### src/radar_data_level_decoder_assert.svh
// ----------------------------------------------------------------------------
// radar data level decoder assertion macros
// concurrent checks on the clock and reset of the including module
// ----------------------------------------------------------------------------
`ifndef RADAR_DATA_LEVEL_DECODER_ASSERT_SVH
`define RADAR_DATA_LEVEL_DECODER_ASSERT_SVH
`ifndef SYNTH
`define RDLD_ASSERT(lbl, prop, msg) \
  lbl: assert property (@(posedge clk) disable iff (rst) prop) else $error(msg);
`define RDLD_ASSERT_RST(lbl, prop, msg) \
  lbl: assert property (@(posedge clk) prop) else $error(msg);
`else
`define RDLD_ASSERT(lbl, prop, msg)
`define RDLD_ASSERT_RST(lbl, prop, msg)
`endif
`endif

### src/rdld_pkg.sv
// ----------------------------------------------------------------------------
// rdld_pkg
// shared types, constants and product rule functions of the level decoder
// ----------------------------------------------------------------------------
package rdld_pkg;

  localparam int TABLE_WORDS = 16;
  localparam int IDX_W = $clog2(TABLE_WORDS);

  typedef enum logic [5:0] {
    CODE_BLANK, CODE_BELOW_THRESHOLD, CODE_NO_DATA, CODE_RANGE_FOLDED,
    CODE_BIOLOGICAL, CODE_AP_CLUTTER, CODE_ICE_CRYSTALS, CODE_GRAUPEL,
    CODE_WET_SNOW, CODE_DRY_SNOW, CODE_LIGHT_RAIN, CODE_HEAVY_RAIN,
    CODE_BIG_DROPS, CODE_SMALL_HAIL, CODE_UNKNOWN_CLASS, CODE_LARGE_HAIL,
    CODE_GIANT_HAIL, CODE_NO_ACCUM, CODE_OUTSIDE_COVERAGE, CODE_FLAGGED,
    CODE_RESERVED, CODE_BAD_DATA, CODE_EDIT_REMOVE, CODE_CHAFF,
    CODE_NO_PRECIP, CODE_UNFILLED, CODE_CONVECTIVE, CODE_TROPICAL,
    CODE_SPEC_ATTEN, CODE_KL, CODE_KH, CODE_Z1, CODE_Z6, CODE_Z8, CODE_SI
  } code_t;

  typedef struct packed {
    logic  valid;
    code_t code;
  } code_res_t;

  function automatic logic in_linear(input logic signed [9:0] p);
    unique case (p)
      10'sd32, 10'sd93, 10'sd94, 10'sd99, 10'sd153, 10'sd154, 10'sd155,
      10'sd180, 10'sd182, 10'sd186, 10'sd193, 10'sd195: return 1'b1;
      default: return 1'b0;
    endcase
  endfunction

  function automatic logic in_float(input logic signed [9:0] p);
    unique case (p)
      10'sd159, 10'sd161, 10'sd163, 10'sd167, 10'sd168, 10'sd170,
      10'sd172, 10'sd173, 10'sd174, 10'sd175, 10'sd176: return 1'b1;
      default: return 1'b0;
    endcase
  endfunction

  function automatic logic is_uncoded(input logic signed [9:0] p);
    unique case (p)
      10'sd32, 10'sd34, 10'sd81, 10'sd93, 10'sd94, 10'sd99, 10'sd134,
      10'sd135, 10'sd138, 10'sd153, 10'sd154, 10'sd155, 10'sd159, 10'sd161,
      10'sd163, 10'sd177, 10'sd193, 10'sd195: return 1'b1;
      default: return 1'b0;
    endcase
  endfunction

  function automatic code_res_t hydro_code(input logic [7:0] lv);
    code_res_t r;
    r.valid = 1'b1;
    unique case (lv)
      8'd0:    r.code = CODE_BELOW_THRESHOLD;
      8'd10:   r.code = CODE_BIOLOGICAL;
      8'd20:   r.code = CODE_AP_CLUTTER;
      8'd30:   r.code = CODE_ICE_CRYSTALS;
      8'd40:   r.code = CODE_DRY_SNOW;
      8'd50:   r.code = CODE_WET_SNOW;
      8'd60:   r.code = CODE_LIGHT_RAIN;
      8'd70:   r.code = CODE_HEAVY_RAIN;
      8'd80:   r.code = CODE_BIG_DROPS;
      8'd90:   r.code = CODE_GRAUPEL;
      8'd100:  r.code = CODE_SMALL_HAIL;
      8'd110:  r.code = CODE_LARGE_HAIL;
      8'd120:  r.code = CODE_GIANT_HAIL;
      8'd140:  r.code = CODE_UNKNOWN_CLASS;
      8'd150:  r.code = CODE_RANGE_FOLDED;
      default: begin
        r.valid = 1'b0;
        r.code  = CODE_BLANK;
      end
    endcase
    return r;
  endfunction

  function automatic code_res_t accum_code(input logic [7:0] lv);
    code_res_t r;
    r.valid = 1'b1;
    unique case (lv)
      8'd0:    r.code = CODE_NO_PRECIP;
      8'd10:   r.code = CODE_UNFILLED;
      8'd20:   r.code = CODE_CONVECTIVE;
      8'd30:   r.code = CODE_TROPICAL;
      8'd40:   r.code = CODE_SPEC_ATTEN;
      8'd50:   r.code = CODE_KL;
      8'd60:   r.code = CODE_KH;
      8'd70:   r.code = CODE_Z1;
      8'd80:   r.code = CODE_Z6;
      8'd90:   r.code = CODE_Z8;
      8'd100:  r.code = CODE_SI;
      default: begin
        r.valid = 1'b0;
        r.code  = CODE_BLANK;
      end
    endcase
    return r;
  endfunction

  function automatic code_res_t special_code_for(input logic signed [9:0] p,
                                                 input logic [7:0] lv);
    code_res_t r;
    r.valid = 1'b0;
    r.code  = CODE_BLANK;
    unique case (p)
      10'sd32, 10'sd93, 10'sd94, 10'sd99, 10'sd153, 10'sd154, 10'sd155,
      10'sd159, 10'sd161, 10'sd163, 10'sd167, 10'sd168, 10'sd195: begin
        if (lv == 8'd0) r = '{1'b1, CODE_BELOW_THRESHOLD};
        else if (lv == 8'd1) r = '{1'b1, CODE_RANGE_FOLDED};
      end
      10'sd81: begin
        if (lv == 8'd0) r = '{1'b1, CODE_NO_ACCUM};
        else if (lv == 8'd255) r = '{1'b1, CODE_OUTSIDE_COVERAGE};
      end
      10'sd134: begin
        if (lv == 8'd0) r = '{1'b1, CODE_BELOW_THRESHOLD};
        else if (lv == 8'd1) r = '{1'b1, CODE_FLAGGED};
        else if (lv == 8'd255) r = '{1'b1, CODE_RESERVED};
      end
      10'sd135: begin
        if (lv == 8'd0) r = '{1'b1, CODE_BELOW_THRESHOLD};
        else if (lv == 8'd1) r = '{1'b1, CODE_BAD_DATA};
      end
      10'sd138: begin
        if (lv == 8'd0) r = '{1'b1, CODE_NO_ACCUM};
      end
      10'sd165, 10'sd177: r = hydro_code(lv);
      10'sd170, 10'sd172, 10'sd173, 10'sd174, 10'sd175: begin
        if (lv == 8'd0) r = '{1'b1, CODE_NO_DATA};
      end
      10'sd193: begin
        if (lv == 8'd0) r = '{1'b1, CODE_BELOW_THRESHOLD};
        else if (lv == 8'd1) r = '{1'b1, CODE_RANGE_FOLDED};
        else if (lv == 8'd2) r = '{1'b1, CODE_EDIT_REMOVE};
        else if (lv == 8'd254) r = '{1'b1, CODE_CHAFF};
      end
      10'sd197: r = accum_code(lv);
      default: r = r;
    endcase
    return r;
  endfunction

  // scale per level of a threshold word, by its divider flags
  function automatic logic [16:0] thr_step(input logic [2:0] flags);
    logic [16:0] s;
    case (flags)
      3'b000:  s = 17'd100000;
      3'b001:  s = 17'd10000;
      3'b010:  s = 17'd5000;
      3'b011:  s = 17'd500;
      3'b100:  s = 17'd1000;
      3'b101:  s = 17'd100;
      3'b110:  s = 17'd50;
      default: s = 17'd5;
    endcase
    return s;
  endfunction

endpackage

### src/radar_data_level_decoder.sv
// ----------------------------------------------------------------------------
// radar data level decoder
// Input channel s_*: s_tuser[0] 0 loads header word s_tdata[19:4] at table
// position s_tdata[3:0]; 1 decodes level s_tdata[27:20]. Loads give no
// result. Each decode gives one transfer on m_* holding has_value, value
// (1e-5 units), has_code, code and the unsupported flag.
// cfg_wr_en/cfg_wr_data write the signed product code; the user must do so
// only while idle (not enforced). The result is valid the cycle after the input
// transfer; one item is taken every cycle, set by the single result register.
// s_tready stays high while the result register is empty or being emptied, so
// a stalled receiver holds one result and the input stalls behind it.
// Reset (rst, synchronous) clears the header table, the product code and
// the result valid.
// ----------------------------------------------------------------------------
`include "radar_data_level_decoder_assert.svh"

module radar_data_level_decoder (
  input  logic        clk,
  input  logic        rst,
  input  logic        cfg_wr_en,
  input  logic [9:0]  cfg_wr_data,
  input  logic        s_tvalid,
  output logic        s_tready,
  input  logic [31:0] s_tdata,   // word_index, word_value, level, zero fill
  input  logic [0:0]  s_tuser,   // req_type
  output logic        m_tvalid,
  input  logic        m_tready,
  output logic [55:0] m_tdata    // has_value, value, has_code, code, unsupported
);

  logic [15:0]                  hdr [rdld_pkg::TABLE_WORDS];
  logic signed [9:0]            prod_sel;
  logic                         s_acc;
  logic [rdld_pkg::IDX_W-1:0]   word_index;
  logic [15:0]                  word_value;
  logic [7:0]                   lv;
  logic                         lin, flt, coded;
  logic [15:0]                  thr, nlev, th;
  logic [23:0]                  prod;
  logic signed [43:0]           scaled, offs, lin_val, thr_val, val;
  logic [24:0]                  thr_mag;
  logic                         has_value, unsup, lv_low;
  rdld_pkg::code_res_t          cr;

  assign s_tready   = !m_tvalid || m_tready;
  assign s_acc      = s_tvalid && s_tready;
  assign word_index = s_tdata[3:0];
  assign word_value = s_tdata[19:4];
  assign lv         = s_tdata[27:20];

  always_comb begin
    lin    = rdld_pkg::in_linear(prod_sel);
    flt    = rdld_pkg::in_float(prod_sel);
    lv_low = (lv[7:4] == 4'd0);
    th     = hdr[lv[3:0]];

    if (lin && prod_sel != 10'sd155 && prod_sel != 10'sd193) thr = 16'd2;
    else if (flt) thr = hdr[6];
    else if (prod_sel == 10'sd135) thr = 16'd2;
    else if (prod_sel == 10'sd138) thr = hdr[0];
    else if (prod_sel == 10'sd155) thr = 16'd129;
    else if (prod_sel == 10'sd193) thr = 16'd3;
    else if (prod_sel == 10'sd165 || prod_sel == 10'sd177) thr = 16'd10;
    else thr = 16'd1;

    if (lin || prod_sel == 10'sd81 || prod_sel == 10'sd138) nlev = hdr[2];
    else if (flt) nlev = hdr[5];
    else begin
      unique case (prod_sel)
        10'sd30, 10'sd65, 10'sd66, 10'sd67, 10'sd84, 10'sd86, 10'sd90: nlev = 16'd8;
        10'sd113: nlev = 16'd13;
        10'sd132: nlev = 16'd11;
        10'sd133: nlev = 16'd12;
        10'sd134: nlev = 16'd256;
        10'sd135: nlev = 16'd200;
        10'sd165, 10'sd177: nlev = 16'd160;
        10'sd178, 10'sd179: nlev = 16'd71;
        default: nlev = 16'd16;
      endcase
    end
    coded = (nlev <= 16'd16) && !rdld_pkg::is_uncoded(prod_sel);

    // linear path
    prod = {16'd0, lv} * {8'd0, hdr[1]};
    if (lin) begin
      scaled = 44'(prod) * 44'sd10000;
      offs   = 44'($signed(hdr[0])) * 44'sd10000;
    end else if (prod_sel == 10'sd81) begin
      scaled = 44'(prod) * 44'sd100;
      offs   = 44'($signed(hdr[0])) * 44'sd10000;
    end else if (prod_sel == 10'sd135) begin
      scaled = 44'(prod) * 44'sd100000;
      offs   = 44'($signed(hdr[2])) * 44'sd100000;
    end else if (prod_sel == 10'sd138) begin
      scaled = 44'(prod) * 44'sd1000;
      offs   = '0;
    end else begin
      scaled = 44'(lv) * 44'sd100000;
      offs   = '0;
    end
    lin_val = scaled + offs;

    // threshold word path
    thr_mag = th[7:0] * (th[15] ? 17'd100000 : rdld_pkg::thr_step(th[14:12]));
    thr_val = (!th[15] && th[8]) ? -44'(thr_mag) : 44'(thr_mag);

    has_value = 1'b0;
    unsup     = 1'b0;
    val       = '0;
    if ({8'd0, lv} >= thr) begin
      if (!coded) begin
        if (prod_sel == 10'sd134 || flt) unsup = 1'b1;
        else begin
          has_value = 1'b1;
          val       = lin_val;
        end
      end else if (lv_low) begin
        has_value = 1'b1;
        val       = thr_val;
      end
    end

    cr = rdld_pkg::special_code_for(prod_sel, lv);
    if (!cr.valid && coded && lv_low && th[15] && th[7:0] <= 8'd16) begin
      cr.valid = 1'b1;
      cr.code  = rdld_pkg::code_t'(th[5:0]);
    end
  end

  always_ff @(posedge clk) begin
    if (rst) begin
      prod_sel <= '0;
      m_tvalid <= 1'b0;
      for (int i = 0; i < rdld_pkg::TABLE_WORDS; i++) hdr[i] <= '0;
    end else begin
      if (cfg_wr_en) prod_sel <= $signed(cfg_wr_data);
      if (s_acc && !s_tuser[0]) hdr[word_index] <= word_value;
      if (s_acc && s_tuser[0]) begin
        m_tvalid <= 1'b1;
      end else if (m_tready) begin
        m_tvalid <= 1'b0;
      end
    end
    if (s_acc && s_tuser[0]) begin
      m_tdata <= {3'b000, unsup, cr.valid ? cr.code : rdld_pkg::CODE_BLANK, cr.valid,
                  val, has_value};
    end
  end

  `RDLD_ASSERT(a_decode_gives_result, s_acc && s_tuser[0] |=> m_tvalid,
    "decode transfer gave no result")
  `RDLD_ASSERT(a_load_gives_none, s_acc && !s_tuser[0] && !m_tvalid |=> !m_tvalid,
    "load transfer gave a result")
  `RDLD_ASSERT(a_value_or_unsup, m_tvalid |-> !(m_tdata[0] && m_tdata[52]),
    "value and unsupported both set")
  `RDLD_ASSERT_RST(a_reset_clears, rst |=> !m_tvalid, "result valid after reset")

endmodule
### config.mk
export PLATFORM = sky130hd
export DESIGN_NAME = radar_data_level_decoder
export DESIGN_NICKNAME = d
export VERILOG_FILES = /design/src/rdld_pkg.sv /design/src/radar_data_level_decoder.sv
export VERILOG_INCLUDE_DIRS = /design/src /design/src/src
export SDC_FILE = /design/constraint.sdc
export NUM_CORES = 2
export LEC_CHECK = 0
export ABC_AREA = 1
export BUFFER_PORTS_ARGS = -buffer_cell sky130_fd_sc_hd__buf_2
export CORE_ASPECT_RATIO = 0.5
export CORE_MARGIN = 3
export CORE_UTILIZATION = 30
export CTS_BUF_LIST = sky130_fd_sc_hd__clkbuf_4 sky130_fd_sc_hd__clkbuf_8
export DETAILED_ROUTE_END_ITERATION = 16
export GPL_ROUTABILITY_DRIVEN = 0
export SYNTH_ARGS = -nofsm -noshare
export SYNTH_HDL_FRONTEND = slang
export SYNTH_SLANG_ARGS = --single-unit
### constraint.sdc
create_clock -name clk -period 37 [get_ports clk]
set_input_delay 7.4 -clock clk [delete_from_list [all_inputs] [get_ports clk]]
set_output_delay 7.4 -clock clk [all_outputs]
set_load 0.02 [all_outputs]
==> flow_summary.json <==
{
  "post_drt_via_cell_ratio": 4.91,
  "path_max_fanout": 24,
  "overflow": 0,
  "async_flop_share_pct": 0,
  "grt_usage_pct": 18.1,
  "crit_type": "in2reg",
  "rows": 104,
  "pre_cts_ws_ns": 17.14,
  "use_met1_pct": 25.4,
  "critPathMaxStageDelay_ns": 0.72,
  "start_util_pct": 30.3,
  "worst_pin_slew_ns": 1.05,
  "status": "completed",
  "cts_resized": 0,
  "synth-seq-area-share_pct": 17.4,
  "fin_setup_tns_ns": 0,
  "setup_viol": 0,
  "busiest_layer": "met2",
  "synth_cell_type_count": 71,
  "clk_path_buf_depth": 3,
  "hold_violations": 0,
  "ios": 106,
  "fp.dieH_um": 292,
  "cp_slowest_cell": "xnor2_2",
  "layout_commonest_cell": "inv_1",
  "post-route-period-util_pct": 52.4,
  "grtUsageMet3_pct": 2.12,
  "clk_latency_ns": 0.69,
  "r2r_start": "hdr[1][0]$_SDFFCE_PN0P_",
  "core_sq_mm": 0.161,
  "cts_max_level": 2,
  "drc": 0,
  "r2r-end": "m_tdata[41]$_SDFFCE_PN0P_",
  "fin_ws_ns": 17.61,
  "ys_warn_count": 0,
  "cp-start-kind": "input pin",
  "syn_area_sq_mm": 0.0489,
  "rsz0062_at_grt": "no",
  "hp-class": "reg2reg",
  "die_w_um": 577,
  "nFillCells": 17100,
  "hold-path-endpoint": "prod_sel[9]$_SDFFE_PP0P_",
  "hold_ws_ns": 0.526,
  "finClkSkew_ns": 0.0656,
  "maxSlewHeadroom_pct": 29.4,
  "grt_max_degree": 68,
  "nets": 7601,
  "slew_violations": 0,
  "grt_pass1_vias": 41100,
  "cts_setup_buffers": 0,
  "numPortBuffers": 98,
  "cp.arrival_ns": 19.76,
  "hold_start": "prod_sel[9]$_SDFFE_PP0P_",
  "areaGrowthSynthToFinish_pct": 7.69,
  "worstSetupEndpointType": "register",
  "synth-edff-count": 276,
  "gr-usage-met2_pct": 29.1,
  "r2r_slack_ns": 24.29,
  "final.min_clock_period_ns": 19.39,
  "drtIter0Drc": 3790,
  "ys_ff_latch": 287,
  "drt_wl_total_mm": 153,
  "antenna_left": 0,
  "regArea_sq_mm": 0.00851,
  "syn_avg_cell_area_sq_um": 7.72,
  "cp.required_ns": 37.37,
  "synthCells": 6344,
  "max-cap-violations": 0,
  "fmax_mhz": 51.6,
  "worstRegToRegCells": 47,
  "cts_hold_buffers": 0,
  "cts_tree": "done",
  "multi_input_area_sq_mm": 0.0347,
  "dp_hpwl_mm": 125,
  "cts_made_buffers": 48,
  "layout_common_cells": "inv_1 (1326), nand2_1 (1110), nor2_1 (688), ha_1 (688), fa_1 (486)",
  "cts_root_buffer": "clkbuf_8",
  "synth_top_flop_cell": "edfxtp_1",
  "via_count": 42200,
  "detail_route.wl_per_cell_um": 17.9,
  "clk_pin_slew_ns": 0.06,
  "min_path_cells": 2,
  "first_pass_iters": 6,
  "clock-sinks": 287,
  "layout-drive-gt1-share_pct": 5.22,
  "grt_pass1_wl_mm": 239,
  "die_area_sq_mm": 0.168,
  "antenna_found_initial": 3
}
-- state kept, by name, summed over array words and instances (netlist names) --
name	flops
hdr	223
m_tdata	53
prod_sel	10
m_tvalid	1
-- area by class of cell --
| class | instances | share of cell area [%] |
|---|---|---|
| clock buffer | 67 | 1.56 |
| inverter | 1352 | 9.63 |
| multi-input combinational | 4558 | 65.7 |
| clock inverter | 19 | 0.344 |
| sequential | 287 | 16.1 |
| tap | 2173 | 5.16 |
| antenna | 1 | 0.00475 |
| timing repair buffer | 132 | 1.42 |
-- metrics by stage --
step / cells / instance area, sq um / util, %
after floorplan: 6346 / 49000 / -
after global placement: 8502 / 51700 / 32.0
final: 8589 / 52700 / 32.6
after global routing: 8589 / 52700 / 32.6
after CTS: 8588 / 52700 / 32.6
after detailed placement: 8502 / 51700 / 32.0
-- per-layer routing --
layer | share of wire, % | vias to the layer above
met1 | 46 | 20200
met2 | 44 | 1375
li1 | - | 20400
met5 | 0.0085 | -
met4 | 3.4 | 2
met3 | 6.6 | 218
-- worst max path at each step --
stage                      from                   endpoint  slack [ns]  cells after the start
detailed placement  s_tdata[26]  m_tdata[41]$_SDFFCE_PN0P_       17.14                     48
global route        s_tdata[26]  m_tdata[41]$_SDFFCE_PN0P_       16.78                     48
finish              s_tdata[26]  m_tdata[41]$_SDFFCE_PN0P_       17.61                     48
floorplan           s_tdata[22]  m_tdata[37]$_SDFFCE_PN0P_       18.54                     55
global placement    s_tdata[26]  m_tdata[37]$_SDFFCE_PN0P_       17.13                     48
CTS                 s_tdata[26]  m_tdata[41]$_SDFFCE_PN0P_       17.77                     48
-- cells in the mapped netlist, types with 7 or more instances --
cell | number | area, sq um
buf_1 | 7 | 26.3
clkbuf_1 | 81 | 304
nor2_2 | 11 | 68.8
o21bai_1 | 24 | 180
o21ai_2 | 10 | 87.6
a21boi_0 | 16 | 120
xor2_1 | 62 | 543
nand3_1 | 246 | 1230
or2_2 | 39 | 244
ha_1 | 688 | 8610
buf_2 | 38 | 190
nor2_1 | 690 | 2590
fa_1 | 486 | 9730
a31oi_1 | 20 | 125
nand2_1 | 1111 | 4170
buf_6 | 12 | 135
a211oi_1 | 9 | 67.6
edfxtp_1 | 276 | 8290
nand2_2 | 11 | 68.8
nand4_1 | 70 | 438
buf_4 | 10 | 75.1
o21ai_0 | 315 | 1580
o22ai_1 | 14 | 87.6
nand3b_1 | 12 | 90.1
inv_1 | 1326 | 4980
xnor2_1 | 70 | 613
inv_2 | 22 | 82.6
o21ai_1 | 26 | 130
o211ai_1 | 45 | 338
o31ai_1 | 8 | 60.1
a21oi_1 | 358 | 1790
nor3_1 | 51 | 255
dfxtp_1 | 11 | 220
a21o_1 | 42 | 315
nor4_1 | 17 | 106
o21a_1 | 10 | 75.1
o221ai_1 | 24 | 210
a22oi_1 | 13 | 97.6
-- kinds of logic after synthesis --
| kind of cell | synth area share, % |
|---|---|
| compound gates | 11.3 |
| xor+xnor | 2.36 |
| fa+ha+maj | 37.5 |
| buf+inv | 11.9 |
| flops | 17.4 |
| other cells | 0.00766 |
| simple gates | 19.6 |
-- worst max-delay path: cells and delay by family --
family | cells | cell delay [ns]
buffers and inverters | 9 | 1.37
xor gates and xnor gates | 1 | 0.72
and+or+nand+nor | 20 | 3.24
AOI/OAI and AO/OA | 7 | 1.83
adders and majority gates | 11 | 5.14
Power is left out: the tool's default activity adds up to more than one toggle a clock period on the data nets, which glitch-free logic cannot reach.
